==> src/hnd_pkg.sv <==
// Shared types, constants and a helper for the Hamming near-duplicate search core.
package hnd_pkg;

  // Table geometry.
  localparam int unsigned DEPTH = 64;
  localparam int unsigned CW    = $clog2(DEPTH + 1);
  localparam int unsigned AW    = (DEPTH > 1) ? $clog2(DEPTH) : 1;
  localparam int unsigned FP_W  = 64;
  localparam int unsigned IDX_W = 32;
  localparam int unsigned DST_W = 7;

  // Largest meaningful distance; larger settings saturate to it.
  localparam logic [DST_W-1:0] MAX_DIST = DST_W'(FP_W);

  // Operation codes of the input transaction.
  localparam logic [1:0] OP_INSERT = 2'd0;
  localparam logic [1:0] OP_QUERY  = 2'd1;
  localparam logic [1:0] OP_CLEAR  = 2'd2;

  // Result status codes.
  localparam logic [2:0] ST_MATCH    = 3'd0;
  localparam logic [2:0] ST_INSERTED = 3'd1;
  localparam logic [2:0] ST_FULL     = 3'd2;
  localparam logic [2:0] ST_NOMATCH  = 3'd3;
  localparam logic [2:0] ST_CLEARED  = 3'd4;

  typedef struct packed {
    logic [1:0]       op;
    logic [IDX_W-1:0] media_index;
    logic [FP_W-1:0]  fingerprint;
  } hnd_in_t;

  typedef struct packed {
    logic [2:0]       status;
    logic [IDX_W-1:0] match_index;
    logic [DST_W-1:0] distance;
    logic             last;
  } hnd_out_t;

  typedef enum logic [1:0] {
    S_IDLE,
    S_SCAN,
    S_DRAIN
  } hnd_state_t;

  // Commands from the controller to the datapath.
  typedef struct packed {
    logic       do_insert;
    logic       do_clear;
    logic       q_start;
    logic       scan_en;
    logic       load_out;
    logic       pop_head;
    logic [2:0] out_status;
  } hnd_cmd_t;

  // Status from the datapath to the controller.
  typedef struct packed {
    logic table_full;
    logic scan_busy;
    logic list_empty;
    logic list_last;
    logic out_free;
  } hnd_stat_t;

  // Population count of a 64-bit word as a byte-wise adder tree.
  function automatic logic [DST_W-1:0] popcnt64(input logic [FP_W-1:0] v);
    logic [3:0]       nib [8];
    logic [DST_W-1:0] sum;
    for (int b = 0; b < 8; b++) begin
      nib[b] = '0;
      for (int k = 0; k < 8; k++) begin
        nib[b] = nib[b] + 4'(v[b*8+k]);
      end
    end
    sum = (DST_W'(nib[0]) + DST_W'(nib[1])) + (DST_W'(nib[2]) + DST_W'(nib[3]))
        + (DST_W'(nib[4]) + DST_W'(nib[5])) + (DST_W'(nib[6]) + DST_W'(nib[7]));
    return sum;
  endfunction

endpackage

==> src/hnd_ctrl.sv <==
// Controller: state machine sequencing insert, clear, query scan and result drain.
module hnd_ctrl import hnd_pkg::*; (
  input  logic      clk,
  input  logic      rst_n,
  input  logic      in_valid,
  input  logic [1:0] in_op,
  output logic      in_stall,
  input  hnd_stat_t stat,
  output hnd_cmd_t  cmd
);

  hnd_state_t state_r;
  hnd_state_t state_nxt;
  logic       accept;

  assign accept = in_valid && !in_stall;

  // Next-state logic.
  always_comb begin
    state_nxt = state_r;
    unique case (state_r)
      S_IDLE: begin
        if (accept && in_op == OP_QUERY) begin
          state_nxt = S_SCAN;
        end
      end
      S_SCAN: begin
        if (!stat.scan_busy) begin
          state_nxt = S_DRAIN;
        end
      end
      S_DRAIN: begin
        if (stat.out_free && (stat.list_empty || stat.list_last)) begin
          state_nxt = S_IDLE;
        end
      end
      default: state_nxt = S_IDLE;
    endcase
  end

  always_ff @(posedge clk) begin
    if (!rst_n) begin
      state_r <= S_IDLE;
    end else begin
      state_r <= state_nxt;
    end
  end

  // Output logic: handshake and datapath commands.
  always_comb begin
    in_stall = 1'b1;
    cmd      = '0;
    unique case (state_r)
      S_IDLE: begin
        in_stall = !stat.out_free;
        if (accept) begin
          case (in_op)
            OP_INSERT: begin
              cmd.do_insert  = 1'b1;
              cmd.load_out   = 1'b1;
              cmd.out_status = stat.table_full ? ST_FULL : ST_INSERTED;
            end
            OP_CLEAR: begin
              cmd.do_clear   = 1'b1;
              cmd.load_out   = 1'b1;
              cmd.out_status = ST_CLEARED;
            end
            OP_QUERY: begin
              cmd.q_start = 1'b1;
            end
            default: ;
          endcase
        end
      end
      S_SCAN: begin
        cmd.scan_en = 1'b1;
      end
      S_DRAIN: begin
        if (stat.out_free) begin
          cmd.load_out = 1'b1;
          if (stat.list_empty) begin
            cmd.out_status = ST_NOMATCH;
          end else begin
            cmd.out_status = ST_MATCH;
            cmd.pop_head   = 1'b1;
          end
        end
      end
      default: ;
    endcase
  end

  // Input is taken only while idle.
  a_accept_idle: assert property (@(posedge clk) disable iff (!rst_n)
    accept |-> (state_r == S_IDLE))
    else $error("transaction accepted outside idle");

  // A query always starts a scan on the next cycle.
  a_query_scan: assert property (@(posedge clk) disable iff (!rst_n)
    (accept && in_op == OP_QUERY) |=> (state_r == S_SCAN))
    else $error("query did not start a scan");

  // The list is never popped while the scan is still filling it.
  a_no_pop_scan: assert property (@(posedge clk) disable iff (!rst_n)
    cmd.pop_head |-> !stat.scan_busy)
    else $error("match list popped during scan");

endmodule
==> config.mk <==
export PLATFORM = sky130hd
export DESIGN_NAME = hnd_ctrl
export DESIGN_NICKNAME = d
export VERILOG_FILES = /design/src/hnd_pkg.sv /design/src/hnd_ctrl.sv
export SDC_FILE = /design/constraint.sdc
export NUM_CORES = 1
export LEC_CHECK = 0
export ABC_AREA = 1
export BUFFER_PORTS_ARGS = -buffer_cell sky130_fd_sc_hd__buf_4
export CAP_MARGIN = 15
export CORE_AREA = 8 8 45 47
export DETAILED_ROUTE_END_ITERATION = 12
export DIE_AREA = 0 0 53 55
export HOLD_SLACK_MARGIN = 0.12
export PLACE_DENSITY_LB_ADDON = 0.1
export SLEW_MARGIN = 20
export SYNTH_ARGS = -nofsm -noshare
export SYNTH_HDL_FRONTEND = slang
export SYNTH_SLANG_ARGS = --single-unit
==> constraint.sdc <==
create_clock -name clk -period 2.3 [get_ports clk]
set_clock_uncertainty 0.1 [all_clocks]
set_input_delay 0.23 -clock clk [delete_from_list [all_inputs] [get_ports clk]]
set_output_delay 0.23 -clock clk [all_outputs]
set_load 0.01 [all_outputs]
==> out/summary.txt <==
area of the multi-input gates: 119 µm²
met1 Use GR: 0.0530
Setup Total Neg Slack: 0 ps
first-pass GRT wire length: 1080 µm
post-synthesis mux area share: 0
busiest grt layer: met2
Remaining DRCs: 0
Worst EP required: 1970 ps
crit path from: state_r[1]$_SDFFE_PN0P_
Post-CTS Setup Repair Bufs: 0
Port Buf Inserts: 19
ANT nets after route: 0
Synth Area in Simple Gates: 0.480
storage element area: 40.0 µm²
CP endpoint: cmd[1]
routability cong.: 0.684
Avg Synthesized Cell Area: 5.45 µm²
initial antenna violation count: 0
worst-path fanout max: 4
worst setup path category: flop to primary output
worst reg2reg path endpoint: state_r[0]$_SDFFE_PN0P_
relative slew slack: 0.874
post-synthesis compound-gate area fraction: 0.162
Avg WL per Cell: 10.2 µm
utilization after layout: 0.268
core box area: 0.00138 mm²
Yosys reg bits: 2
GRT Resource Usage Total: 0.0518
largest net degree at the start of global routing: 8
Post-Synth XOR/XNOR Area: 0
CTS Buffer Depth: 2
global-route met2 utilization: 0.0703
met3 Use GR: 0.0321
final hold violations: 0
Top Registers: state_r (2)
Tcrit/Tclk final: 0.644
DP HPWL: 630 µm
max reg flops: 2
non-filler cells, final: 72
CP endpoint kind: primary output
Cells after Synth: 34
FMAX: 675 MHz
# IOs: 20
status: complete, no violations
clk sinks: 2
Pre-Repair DR Iteration Count: 2
minimum clock period: 1480 ps
register with the most flip-flops: state_r
RSZ-0062 raised after global routing: no
CTS tree: yes
post-synthesis cell type count: 11
GRT overflow: 0
Critical Path AT: 1150 ps
Reg-to-Reg Start: state_r[1]$_SDFFE_PN0P_
Pins Over Slew Limit: 0
Hold Path Depth: 3
Clock Tree Root: clkbuf_4
NumNets Final: 68
final setup fails: 0
drt via density: 3.96
vias: 285
CTS H-tree lvls: 1
layout cells sized above 1: 0.446
initial drt markers: 2
CP startpoint kind: flop
Die X: 53 µm
Filler cells: 173
Tot Pwr: 149 µW
placed insts: 69
Synth Cell Area: 185 µm²
Rows: 14
Clock transition at path regs: 30 ps
Initial Utilization: 0.134
die height: 55 µm
power density cells: 404 mW/mm²
syn_nets: 44
Pleak: 0.000204 µW
reg2reg path depth: 3
main combinational cell family by area after synthesis: simple AND/OR/NAND/NOR gates
maximum VDD drop: 0.000122 V
diode count: 0
Synth Area in Adders: 0
cts hold-fix bufs: 0
WL final: 732 µm
YS warnings: 0
worst skew pair latency: 220 ps
die area: 0.00292 mm²
Seq/Total Area, Yosys: 0.216
number of global-route vias before repair: 260
flop2flop setup slack: 1320 ps
Hold WC Path Type: primary input to flop
total CTS buffers: 3
Resized cells post-CTS: 0
P&R area growth vs syn: 100%
worst slew pin tran: 189 ps
# Max-Cap Violations: 0
-- critical path, cell delays in order (launching register included) --
cell and delay [ps]:
dfxtp_1 320, nor2_2 200, nand3_2 130, o21ai_1 140, buf_4 130
-- layout by cell type, fill, tap and decap left out --
| cell | synthesis | layout |
|---|---|---|
| inv_1 | 7 | 7 |
| a21oi_1 | 2 | 2 |
| o21ai_1 | 3 | 3 |
| nand4_1 | 2 | 2 |
| nor2_1 | 6 | 6 |
| nand2_1 | 7 | 7 |
| buf_4 | 0 | 19 |
| clkbuf_4 | 0 | 3 |
| nand3_1 | 1 | 1 |
| nor2_2 | 2 | 2 |
| o21ai_0 | 1 | 1 |
| dfxtp_1 | 2 | 2 |
| nand3_2 | 1 | 1 |
-- kinds of logic after synthesis --
group / after synthesis
flops: 2
compound gates: 6
buf+inv: 7
simple gates: 19
-- Yosys cell counts (all sizes together) --
master	number	area share
a21oi	2	0.054
dfxtp	2	0.22
nand4	2	0.068
nand2	7	0.14
nand3	2	0.081
nor2	8	0.19
o21ai	4	0.11
inv	7	0.14
-- routing by layer --
metal,vias to the layer above,part of all wire
met1,116,0.39
met2,14,0.42
met4,0,0.0068
li1,153,-
met3,2,0.18
met5,-,0
-- layout make-up --
cell class                 count  area share
timing repair buffer          19       0.385
tap                           16      0.0541
sequential                     2       0.108
clock buffer                   3      0.0608
multi-input combinational     25       0.321
inverter                       7      0.0709
-- power by group --
part,internal [µW],total [µW],switching (µW)
clock,57.5,76.2,18.7
sequential,35.6,36.2,0.607
combinational,19.7,37.0,17.3
-- metrics by stage --
step / worst slack [ps] / area (µm²) / hold WS [ps]
after floorplan: 1160 / 185 / 262
after global placement: 1030 / 348 / 384
after detailed placement: 1020 / 348 / 387
after CTS: 783 / 370 / 154
after global routing: 706 / 370 / 184
final: 819 / 370 / 158
-- worst min path at each step --
stage | from | endpoint | slack, ps
detailed placement | rst_n | state_r[0]$_SDFFE_PN0P_ | 390
CTS | rst_n | state_r[1]$_SDFFE_PN0P_ | 150
global route | rst_n | state_r[0]$_SDFFE_PN0P_ | 180
finish | rst_n | state_r[1]$_SDFFE_PN0P_ | 160
global placement | rst_n | state_r[1]$_SDFFE_PN0P_ | 380
floorplan | rst_n | state_r[0]$_SDFFE_PN0P_ | 260
Power figures use the tool's default switching activity.
